--- config.mk ---
export PLATFORM = sky130hd
export DESIGN_NAME = rotary_encoder_button_events
export DESIGN_NICKNAME = d
export VERILOG_FILES = /design/src/rtl/rebe_pkg.sv /design/src/rtl/rotary_encoder_button_events.sv
export VERILOG_INCLUDE_DIRS = /design/src /design/src/rtl
export SDC_FILE = /design/constraint.sdc
export NUM_CORES = 1
export LEC_CHECK = 0
export BUFFER_PORTS_ARGS = -buffer_cell sky130_fd_sc_hd__buf_2
export CORE_ASPECT_RATIO = 2
export CORE_MARGIN = 4
export CORE_UTILIZATION = 42
export DETAILED_ROUTE_END_ITERATION = 10
export MAX_ROUTING_LAYER = met4
export SLEW_MARGIN = 20
export SYNTH_ARGS = -nofsm -noshare
export SYNTH_HDL_FRONTEND = slang
export SYNTH_SLANG_ARGS = --single-unit
--- constraint.sdc ---
create_clock -name clk -period 5.5 [get_ports clk]
set_input_delay 1.1 -clock clk [delete_from_list [all_inputs] [get_ports clk]]
set_output_delay 1.1 -clock clk [all_outputs]
set_load 0.02 [all_outputs]
--- src/rtl/assert_macros.svh ---
// ----------------------------------------------------------------------------
// assert_macros.svh
// assertion wrappers, empty when SYNTHESIS is defined
// ----------------------------------------------------------------------------
`ifndef ASSERT_MACROS_SVH
`define ASSERT_MACROS_SVH

`ifndef SYNTHESIS

// property that must hold at every clock edge out of reset
`define REBE_ASSERT_ALWAYS(lbl, prop) \
  lbl: assert property (@(posedge clk) disable iff (!rst_n) (prop)) \
    else $error("assertion failed");

// consequent must hold in the cycle after the antecedent
`define REBE_ASSERT_NEXT(lbl, ante, cons) \
  lbl: assert property (@(posedge clk) disable iff (!rst_n) (ante) |=> (cons)) \
    else $error("assertion failed");

`else

`define REBE_ASSERT_ALWAYS(lbl, prop)
`define REBE_ASSERT_NEXT(lbl, ante, cons)

`endif

`endif

--- src/rtl/rebe_pkg.sv ---
// ----------------------------------------------------------------------------
// rebe_pkg
// codes, reset values and types for the encoder and button event block
// ----------------------------------------------------------------------------
`default_nettype none

package rebe_pkg;

  localparam int TIME_W  = 32;
  localparam int LIMIT_W = 16;
  localparam int EVENT_W = 3;
  localparam int OP_W    = 2;
  localparam int STEP_W  = 4;
  localparam int CFG_IDX_W = 2;

  // item operations
  localparam logic [OP_W-1:0] OP_SAMPLE = 2'd0;
  localparam logic [OP_W-1:0] OP_FETCH  = 2'd1;
  localparam logic [OP_W-1:0] OP_CLEAR  = 2'd2;

  // event codes
  localparam logic [EVENT_W-1:0] EV_NONE   = 3'd0;
  localparam logic [EVENT_W-1:0] EV_RIGHT  = 3'd1;
  localparam logic [EVENT_W-1:0] EV_LEFT   = 3'd2;
  localparam logic [EVENT_W-1:0] EV_SHORT  = 3'd3;
  localparam logic [EVENT_W-1:0] EV_MEDIUM = 3'd4;
  localparam logic [EVENT_W-1:0] EV_LONG   = 3'd5;

  // configuration register indexes
  localparam logic [CFG_IDX_W-1:0] CFG_DIR_REV = 2'd0;
  localparam logic [CFG_IDX_W-1:0] CFG_SHORT   = 2'd1;
  localparam logic [CFG_IDX_W-1:0] CFG_MEDIUM  = 2'd2;
  localparam logic [CFG_IDX_W-1:0] CFG_LONG    = 2'd3;

  localparam logic [LIMIT_W-1:0] SHORT_RST  = 16'd30;
  localparam logic [LIMIT_W-1:0] MEDIUM_RST = 16'd600;
  localparam logic [LIMIT_W-1:0] LONG_RST   = 16'd1500;

  // quadrature states, a*2 + b
  localparam logic [1:0] QUAD_00 = 2'b00;
  localparam logic [1:0] QUAD_01 = 2'b01;
  localparam logic [1:0] QUAD_11 = 2'b11;
  localparam logic [1:0] QUAD_10 = 2'b10;

  localparam logic signed [STEP_W-1:0] STEP_POS_LIM = 4'sd4;
  localparam logic signed [STEP_W-1:0] STEP_NEG_LIM = -4'sd4;

  typedef struct packed {
    logic [OP_W-1:0]   op;
    logic [1:0]        quad;
    logic              down;
    logic [TIME_W-1:0] now_ms;
  } item_t;

endpackage

`default_nettype wire

--- src/rtl/rotary_encoder_button_events.sv ---
// ----------------------------------------------------------------------------
// rotary_encoder_button_events: quadrature decoder and button press classifier
// path: input reg, then result reg; a result waits in the result reg until taken
// throughput: one item per cycle while the result register is free or being emptied
// reset: synchronous rst_n clears state, config returns to 0/30/600/1500
// ----------------------------------------------------------------------------
`default_nettype none

`include "assert_macros.svh"

module rotary_encoder_button_events (
  input  wire logic                          clk,
  input  wire logic                          rst_n,
  // configuration writes
  input  wire logic                          cfg_we,
  input  wire logic [rebe_pkg::CFG_IDX_W-1:0] cfg_index,
  input  wire logic [rebe_pkg::LIMIT_W-1:0]  cfg_wdata,
  // input items
  input  wire logic                          in_valid,
  output      logic                          in_ready,
  input  wire logic [rebe_pkg::OP_W-1:0]     in_op,
  input  wire logic                          in_pin_a,
  input  wire logic                          in_pin_b,
  input  wire logic                          in_button_down,
  input  wire logic [rebe_pkg::TIME_W-1:0]   in_now_ms,
  // result items
  output      logic                          out_valid,
  input  wire logic                          out_ready,
  output      logic [rebe_pkg::EVENT_W-1:0]  out_event_res
);
  import rebe_pkg::*;

  // configuration registers
  logic               dir_rev_r;
  logic [LIMIT_W-1:0] short_ms_r;
  logic [LIMIT_W-1:0] medium_ms_r;
  logic [LIMIT_W-1:0] long_ms_r;

  // input register stage
  item_t s1_item_r;
  logic  s1_valid_r;

  // decoder and button state
  logic [1:0]               last_quad_r, last_quad_nxt;
  logic                     primed_r, primed_nxt;
  logic signed [STEP_W-1:0] step_r, step_nxt;
  logic [EVENT_W-1:0]       pend_r, pend_nxt;
  logic                     held_r, held_nxt;
  logic                     long_rep_r, long_rep_nxt;
  logic [TIME_W-1:0]        press_start_r, press_start_nxt;

  // result register
  logic               out_valid_r;
  logic [EVENT_W-1:0] out_event_r;
  logic [EVENT_W-1:0] res_nxt;

  logic                     advance;
  logic                     fwd_step;
  logic signed [STEP_W-1:0] step_sum;
  logic [EVENT_W-1:0]       pend_rot;
  logic [TIME_W-1:0]        held_ms;
  logic                     ge_long, ge_medium, ge_short;

  // the stage moves on whenever the result register is free or being emptied
  assign advance  = s1_valid_r && (!out_valid_r || out_ready);
  // no item is taken while reset is held
  assign in_ready = rst_n && (!s1_valid_r || advance);

  assign out_valid     = out_valid_r;
  assign out_event_res = out_event_r;

  // configuration, to be written only while the block is idle; the block does not enforce this
  always_ff @(posedge clk) begin
    if (!rst_n) begin
      dir_rev_r   <= 1'b0;
      short_ms_r  <= SHORT_RST;
      medium_ms_r <= MEDIUM_RST;
      long_ms_r   <= LONG_RST;
    end else if (cfg_we) begin
      case (cfg_index)
        CFG_DIR_REV: dir_rev_r   <= cfg_wdata[0];
        CFG_SHORT:   short_ms_r  <= cfg_wdata;
        CFG_MEDIUM:  medium_ms_r <= cfg_wdata;
        CFG_LONG:    long_ms_r   <= cfg_wdata;
        default: ;
      endcase
    end
  end

  // input register: takes a new item whenever the stage is empty or moving on
  always_ff @(posedge clk) begin
    if (!rst_n) begin
      s1_valid_r <= 1'b0;
    end else if (in_ready) begin
      s1_valid_r <= in_valid;
    end
  end

  always_ff @(posedge clk) begin
    if (in_ready && in_valid) begin
      s1_item_r.op     <= in_op;
      s1_item_r.quad   <= {in_pin_a, in_pin_b};
      s1_item_r.down   <= in_button_down;
      s1_item_r.now_ms <= in_now_ms;
    end
  end

  // forward gray sequence 00 -> 01 -> 11 -> 10 -> 00
  assign fwd_step = (last_quad_r == QUAD_00 && s1_item_r.quad == QUAD_01) ||
                    (last_quad_r == QUAD_01 && s1_item_r.quad == QUAD_11) ||
                    (last_quad_r == QUAD_11 && s1_item_r.quad == QUAD_10) ||
                    (last_quad_r == QUAD_10 && s1_item_r.quad == QUAD_00);

  assign step_sum = fwd_step ? (step_r + 4'sd1) : (step_r - 4'sd1);

  // held time wraps modulo 2^32, limits are zero-extended
  assign held_ms   = s1_item_r.now_ms - press_start_r;
  assign ge_long   = held_ms >= {{(TIME_W-LIMIT_W){1'b0}}, long_ms_r};
  assign ge_medium = held_ms >= {{(TIME_W-LIMIT_W){1'b0}}, medium_ms_r};
  assign ge_short  = held_ms >= {{(TIME_W-LIMIT_W){1'b0}}, short_ms_r};

  always_comb begin
    last_quad_nxt   = last_quad_r;
    primed_nxt      = primed_r;
    step_nxt        = step_r;
    pend_rot        = pend_r;
    pend_nxt        = pend_r;
    held_nxt        = held_r;
    long_rep_nxt    = long_rep_r;
    press_start_nxt = press_start_r;
    res_nxt         = pend_r;

    case (s1_item_r.op)
      OP_SAMPLE: begin
        // rotation: first sample only primes the pin state
        if (!primed_r) begin
          last_quad_nxt = s1_item_r.quad;
          primed_nxt    = 1'b1;
        end else if (s1_item_r.quad != last_quad_r) begin
          last_quad_nxt = s1_item_r.quad;
          if (step_sum == STEP_POS_LIM) begin
            step_nxt = '0;
            if (pend_r == EV_NONE) begin
              pend_rot = dir_rev_r ? EV_LEFT : EV_RIGHT;
            end
          end else if (step_sum == STEP_NEG_LIM) begin
            step_nxt = '0;
            if (pend_r == EV_NONE) begin
              pend_rot = dir_rev_r ? EV_RIGHT : EV_LEFT;
            end
          end else begin
            step_nxt = step_sum;
          end
        end

        pend_nxt = pend_rot;

        // button: press edge, long while held, classify on release
        if (s1_item_r.down && !held_r) begin
          held_nxt        = 1'b1;
          long_rep_nxt    = 1'b0;
          press_start_nxt = s1_item_r.now_ms;
        end else if (s1_item_r.down && !long_rep_r) begin
          if (ge_long) begin
            pend_nxt     = EV_LONG;
            long_rep_nxt = 1'b1;
          end
        end else if (!s1_item_r.down && held_r) begin
          if (!long_rep_r && pend_rot == EV_NONE) begin
            if (ge_medium) begin
              pend_nxt = EV_MEDIUM;
            end else if (ge_short) begin
              pend_nxt = EV_SHORT;
            end
          end
          held_nxt     = 1'b0;
          long_rep_nxt = 1'b0;
        end

        res_nxt = pend_nxt;
      end
      OP_FETCH: begin
        res_nxt  = pend_r;
        pend_nxt = EV_NONE;
      end
      OP_CLEAR: begin
        res_nxt  = EV_NONE;
        pend_nxt = EV_NONE;
      end
      default: begin
        // unused op leaves everything alone
        res_nxt = pend_r;
      end
    endcase
  end

  // state commits once per item as it leaves the input register
  always_ff @(posedge clk) begin
    if (!rst_n) begin
      last_quad_r   <= QUAD_00;
      primed_r      <= 1'b0;
      step_r        <= '0;
      pend_r        <= EV_NONE;
      held_r        <= 1'b0;
      long_rep_r    <= 1'b0;
      press_start_r <= '0;
    end else if (advance) begin
      last_quad_r   <= last_quad_nxt;
      primed_r      <= primed_nxt;
      step_r        <= step_nxt;
      pend_r        <= pend_nxt;
      held_r        <= held_nxt;
      long_rep_r    <= long_rep_nxt;
      press_start_r <= press_start_nxt;
    end
  end

  // result register, holds until taken
  always_ff @(posedge clk) begin
    if (!rst_n) begin
      out_valid_r <= 1'b0;
    end else if (advance) begin
      out_valid_r <= 1'b1;
    end else if (out_ready) begin
      out_valid_r <= 1'b0;
    end
  end

  always_ff @(posedge clk) begin
    if (advance) begin
      out_event_r <= res_nxt;
    end
  end

  // step counter always folds back inside -3..+3 between items
  `REBE_ASSERT_ALWAYS(a_step_range, (step_r <= 4'sd3) && (step_r >= -4'sd3))
  // pending event is always a defined code
  `REBE_ASSERT_ALWAYS(a_pend_code, pend_r <= EV_LONG)
  // a long press can only be marked while the button is held
  `REBE_ASSERT_ALWAYS(a_long_held, !long_rep_r || held_r)
  // a clear item always reports no event and leaves none pending
  `REBE_ASSERT_NEXT(a_clear_res, advance && (s1_item_r.op == OP_CLEAR),
                    (out_event_r == EV_NONE) && (pend_r == EV_NONE))

endmodule

`default_nettype wire

# ---- After elaboration in Yosys (flattened, before gate mapping)
# Index checks and enable logic that the tools add are counted.
dict set report totals {
  word_cells 115
  output_inout_bits 5
  regBits 135
}
dict set report classes {
  n_addsub 3
  n_mux 31
  n_lt_le_gt_ge 3
  reduce_logical 43
  eq_ne 17
}
# op count
set ops {}
lappend ops {{32-bit by 16-bit >= comparator with 1-bit output} 3}
lappend ops {{3-bit 2-to-1 mux} 14}
lappend ops {{32-bit subtractor} 1}
lappend ops {{2-bit equality test (second input constant)} 7}
lappend ops {{4-bit 2-to-1 mux} 3}
lappend ops {{3-bit case mux with 2 select lines} 2}
lappend ops {{2-bit AND reduction} 6}
lappend ops {{4-bit AND reduction} 3}
lappend ops {{1-bit logical AND} 11}
lappend ops {{2-bit by 1-bit equality test with 1-bit output (second input constant)} 4}
lappend ops {{2-bit zero test} 4}
lappend ops {{1-bit 2-to-1 mux} 8}
lappend ops {{2-bit 2-to-1 mux} 4}
lappend ops {{3-bit zero test} 2}
lappend ops {{3-bit AND reduction} 2}
lappend ops {{2-bit nonzero test} 3}
lappend ops {{1-bit zero test} 5}
lappend ops {{1-bit logical OR} 5}
lappend ops {{4-bit by 2-bit adder with 4-bit output (second input constant)} 1}
lappend ops {{4-bit by 3-bit equality test with 1-bit output (second input constant)} 1}
lappend ops {{4-bit equality test (second input constant)} 1}
lappend ops {{4-bit by 2-bit subtractor with 4-bit output (second input constant)} 1}
lappend ops {{3-bit != test (second input constant)} 1}
lappend ops {{3-bit nonzero test} 1}
lappend ops {{other kinds (4)} 4}

# ---- Longest topological paths before layout
dict set report logic_depth {
  ltp_word 19
  ltp_mapped 21
  ltp_nobuf 21
}

# ---- Worst setup path before layout
# OpenSTA, ideal clock, no wires.
dict set report synth_path {
  kind {register to register}
  startpoint {register s1_item_r[0] (netlist bit)}
  endpoint {register out_event_r[2], in the netlist out_event_res[2], data pin}
  path_buffers 0
  arrival_ps 3845
  slack_ps 1394
  setup_time_ps 261
  path_stages_with_launch 19
  synth_period_minus_slack_ps 4106
  required_ps 5239
  path_cell_list {edfxtp_1 inv_1 ha_1 fa_1 and2b_1 o2111ai_2 a211o_1 nand2_1 xor2_1 ha_1 nand4_1 nor3_1 a2111oi_0 and3_1 and3_1 a41o_1 nand4_1 and3_4 a221o_1}
}
dict set report synth_via {
  elab_chain_len 9
}
# item line_no
set synth_lines {}
lappend synth_lines {{from (decl)} rotary_encoder_button_events.sv:40} ;# item_t s1_item_r;
lappend synth_lines {{32-bit subtractor *} rotary_encoder_button_events.sv:117} ;# assign held_ms = s1_item_r.now_ms - press_start_r;
lappend synth_lines {{32-bit by 16-bit >= comparator with 1-bit output} rotary_encoder_button_events.sv:120} ;# assign ge_short = held_ms >= {{(TIME_W-LIMIT_W){1'b0}}, short_ms_r};
lappend synth_lines {{3-bit 2-to-1 mux} rotary_encoder_button_events.sv:172} ;# end else if (ge_short) begin
lappend synth_lines {{3-bit 2-to-1 mux} rotary_encoder_button_events.sv:170} ;# if (ge_medium) begin
lappend synth_lines {{3-bit 2-to-1 mux} rotary_encoder_button_events.sv:169} ;# if (!long_rep_r && pend_rot == EV_NONE) begin
lappend synth_lines {{3-bit 2-to-1 mux} rotary_encoder_button_events.sv:168} ;# end else if (!s1_item_r.down && held_r) begin
lappend synth_lines {{3-bit 2-to-1 mux *} rotary_encoder_button_events.sv:163} ;# end else if (s1_item_r.down && !long_rep_r) begin
lappend synth_lines {{3-bit 2-to-1 mux *} rotary_encoder_button_events.sv:159} ;# if (s1_item_r.down && !held_r) begin
lappend synth_lines {{3-bit case mux with 2 select lines *} rotary_encoder_button_events.sv:133} ;# case (s1_item_r.op)
lappend synth_lines {{named net res_nxt[2]} rotary_encoder_button_events.sv:55} ;# logic [EVENT_W-1:0] res_nxt;
lappend synth_lines {{to (signal assigned)} rotary_encoder_button_events.sv:231} ;# out_event_r <= res_nxt;
lappend synth_lines {{to (decl)} rotary_encoder_button_events.sv:54} ;# logic [EVENT_W-1:0] out_event_r;
# The timed path passes the listed nets; every way through them passes the cells marked *.
# A chain may end at the register's enable or synchronous reset.

# ---- Worst setup path in the final report
dict set report layout_path {
  startpoint {register s1_item_r[6] (netlist bit)}
  endpoint {register out_event_r[2], in the netlist out_event_res[2], data pin}
}
# The elaborated chain is that of the path after synthesis.

==> results_tabular.tex <==
\begin{tabular}{lr}
\hline
Metric & Value \\
\hline
\multicolumn{2}{l}{\textbf{Logic synthesis}} \\
Post-Synthesis Cells & 990 \\
Commonest cells post-synth & nand2\_1, a21oi\_1, dfxtp\_1, inv\_1, ha\_1 \\
Number of storage elements in the synthesis netlist & 135 \\
Part of the Yosys area used for sequential elements & 0.378 \\
Prevailing post-synth register cell & dfxtp\_1 \\
Synth unique cells & 71 \\
Total standard cell area after synthesis & 8210 um2 \\
Fraction of registers with async set or reset after synthesis & 0 \\
Synthesized area per cell & between 8 and 9 um2 \\
Leading cell type by number of instances after synthesis & nand2\_1 \\
Syn\_nets & 1139 \\
Leading cell types by total area after synthesis & dfxtp\_1, edfxtp\_1, ha\_1 \\
Count of flip-flops with a built-in enable after synthesis & 40 \\
Library cell with the largest summed area after synthesis & dfxtp\_1 \\
YS warnings & 0 \\
Proportion of netlist area held by the largest area contributor & 0.232 \\
\multicolumn{2}{l}{\textbf{Routing}} \\
Drt via density & 5.30 \\
First drt pass iteration count & 4 \\
Count of antenna-violating nets left after detailed routing & 0 \\
Post-DR wirelength/cell & between 15 and 20 um \\
Overall via count from detail\_route & 6918 \\
Overall routed net length & 20900 um \\
Initial drt markers & 222 \\
DR DRC count & 0 \\
\multicolumn{2}{l}{\textbf{Clock network}} \\
Clock net sink count & 135 \\
Number of H-tree levels & 4 \\
Clock tree root buffer cell & clkbuf\_16 \\
Post-CTS Resized & 0 \\
Setup Buffers After CTS & 0 \\
Clock buffer count from CTS & 17 \\
Clock-pin slew on the worst setup and hold paths & 0.06 ns \\
Buffer depth of the longest clock path & 2 \\
TritonCTS clock tree & done \\
Source-to-sink clock delay at the later pin of the worst-skew pair & about 0.43 ns \\
Hold-fix buffer count after cts & 0 \\
\multicolumn{2}{l}{\textbf{Global routing}} \\
Met3 routing resource usage after global routing & 0.0342 \\
Maximum number of pins on one net before global-route repair & between 70 and 80 \\
Most Used Layer, Global Route & met2 \\
Met1 track demand over resource in global routing & 0.195 \\
Vias in the first global route & 6728 \\
Initial antenna violation count & 0 \\
Wire length of the first global-routing pass & 33700 um \\
GRT Residual Overflow & 0 \\
Total track usage & 0.203 \\
Met2 track demand over resource & 0.400 \\
\multicolumn{2}{l}{\textbf{Floorplan}} \\
DIE WIDTH & 107 um \\
Num ports & 65 \\
Die Ht & 206 um \\
Starting utilization of the core area & 0.426 \\
Die outline area & 22000 um2 \\
Core area & 19300 um2 \\
Std cell rows & just over 70 \\
\multicolumn{2}{l}{\textbf{STA}} \\
Endpoints failing hold & 0 \\
RSZ-0062 raised after global routing & false \\
Endpoints failing setup & 0 \\
Transition time at the pin with the least slew margin & 0.950 ns \\
Max Transition Viols Final & 0 \\
Ratio of final minimum period to clock period & 0.849 \\
Max Freq & 0.214 GHz \\
Fin crit period & 4.67 ns \\
Maximum clock skew at final layout & 0.00685 ns \\
Headroom to the max-slew limit & 0.367 \\
Setup Total Neg Slack & 0 ns \\
\multicolumn{2}{l}{\textbf{Power}} \\
Total internal power & 1.94 mW \\
Comb pwr share & 0.136 \\
Design Power & 2.62 mW \\
Power Dens Cells & 281 nW/um2 \\
Portion of total power attributed to sequential cells & 0.410 \\
Static Leak & 3.62 nW \\
Net switching power of the design & 681 uW \\
Maximum resistive drop on vdd & 0.229 mV \\
Net Sw Frac & 0.260 \\
Share of total power in the clock network & 0.454 \\
\multicolumn{2}{l}{\textbf{Critical path}} \\
Required time worst endpoint & 5.68 ns \\
Largest stage delay on the critical path & 0.51 ns \\
Cell with the largest stage delay on the worst path & a2111oi\_0 \\
Critical path origin & s1\_item\_r[6] \\
Arrival time at the worst endpoint & 4.85 ns \\
Sequence of cells on the critical path & ha\_1 > a21oi\_1 > o21ai\_0 > nor2b\_1 > nor3\_1 > xnor2\_1 > ha\_1 > a21o\_1 > a21o\_1 > a2111oi\_0 > and3\_1 > and3\_1 > a41o\_1 > nand4\_1 > and3\_4 > a221o\_1 \\
Reg2reg start & s1\_item\_r[6] \\
CP Capture Type & register \\
Worst setup path class & register to register \\
Worst-path maximum fanout & 6 \\
Critical path launch point type & register \\
\multicolumn{2}{l}{\textbf{Cells and area}} \\
Antenna cells & 0 \\
Seq. cell area & 3100 um2 \\
Filler instances & 1957 \\
Multi-input logic area & 4580 um2 \\
Share of layout cells above drive strength 1 & 0.110 \\
Area growth from synthesis to final layout & 13.7\% \\
Post-layout net count & 1184 \\
\multicolumn{2}{l}{\textbf{Placement}} \\
Port Buffer Count & 64 \\
Routability cong. & approximately 0.89 \\
DPL Wire Length & 16100 um \\
\multicolumn{2}{l}{\textbf{Run status}} \\
Run status & finished, final reports clean \\
\multicolumn{2}{l}{\textbf{Worst hold path}} \\
Hold Startpoint & press\_start\_r[22] \\
Path type of the worst min-delay path & register to register \\
\multicolumn{2}{l}{\textbf{Run}} \\
Maximum Capacitance Violations & 0 \\
\hline
\end{tabular}
area by class of cell:
class | count | area share
inverters | 95 | 0.0382
clock buffers | 24 | 0.0586
multi-input cells | 719 | 0.491
flip-flops and latches | 135 | 0.332
clock inverters | 7 | 0.00831
repair buffers | 67 | 0.0367
well taps | 259 | 0.0347
power groups by stage:
stage	Clock (mW)	Sequential (mW)	Combinational (mW)
after detailed placement	0	1.10	0.358
after global routing	1.25	1.08	0.403
final	1.19	1.07	0.356
after floorplan	0	1.09	0.248
after global placement	0	1.10	0.355
after CTS	1.21	1.07	0.360
layer usage:
layer | part of all wire | routed length (um) | vias to the layer above
met5 | 0 | 0 | -
li1 | - | - | 3538
met1 | 0.37 | 7830 | 3275
met2 | 0.58 | 12200 | 84
met4 | 0.019 | 405 | 0
met3 | 0.021 | 446 | 21
critical path: cells and delay by family, from the launching register on:
family	cells	cell delay, ns
adders and majority gates	2	0.75
AOI/OAI and AO/OA	7	1.70
DFF	1	0.40
xor gates and xnor gates	1	0.37
and+or+nand+nor	6	1.20
cells in the final DEF (no fill, tap or decap), types with 8 or more instances in the layout:
cell type	n
nand2_1	198
a21oi_1	126
dfxtp_1	95
inv_1	94
ha_1	87
buf_2	64
edfxtp_1	40
nor2_1	38
o21ai_0	30
o211ai_1	22
clkbuf_16	21
a21o_1	20
xnor2_1	17
nor3_1	17
nand4_1	16
nand3_1	11
xor2_1	10
o21a_1	10
a211oi_1	9
nand2b_1	8
logic make-up after synthesis:
logic type               Yosys count  synth area share
flip-flops                       135             0.378
buffers and inverters            136            0.0640
XOR/XNOR                          27            0.0288
multiplexers                       5           0.00640
AND/OR/NAND/NOR                  331             0.180
AO/OA/AOI/OAI                    267             0.205
adder cells (fa/ha/maj)           89             0.137
flip-flops by register name (all words and copies together) (netlist names), 2 cells and up:
name,cells
last_quad_r,2
short_ms_r,16
long_ms_r,16
out_event_res,3
step_r,4
press_start_r,32
s1_item_r,37
pend_r,3
medium_ms_r,16
final timing paths:
kind	to	slack (ns)	cells after the start
max	out_event_res[2]	0.83	16
min	press_start_r[22]	0.45	2
max reg2reg	out_event_res[2]	0.83	16
min reg2reg	press_start_r[22]	0.45	2
stage by stage:
step | setup slack [ns] | utilization | instances | hold slack, ns | cell area (um2)
global placement | 0.910 | 0.452 | 1275 | 0.442 | 8710
floorplan | 1.39 | - | 990 | 0.434 | 8210
finish | 0.830 | 0.484 | 1306 | 0.455 | 9340
CTS | 0.847 | 0.484 | 1306 | 0.454 | 9340
detailed placement | 0.864 | 0.452 | 1275 | 0.447 | 8710
global route | 0.464 | 0.484 | 1306 | 0.468 | 9340
Power figures use the tool's default switching activity.
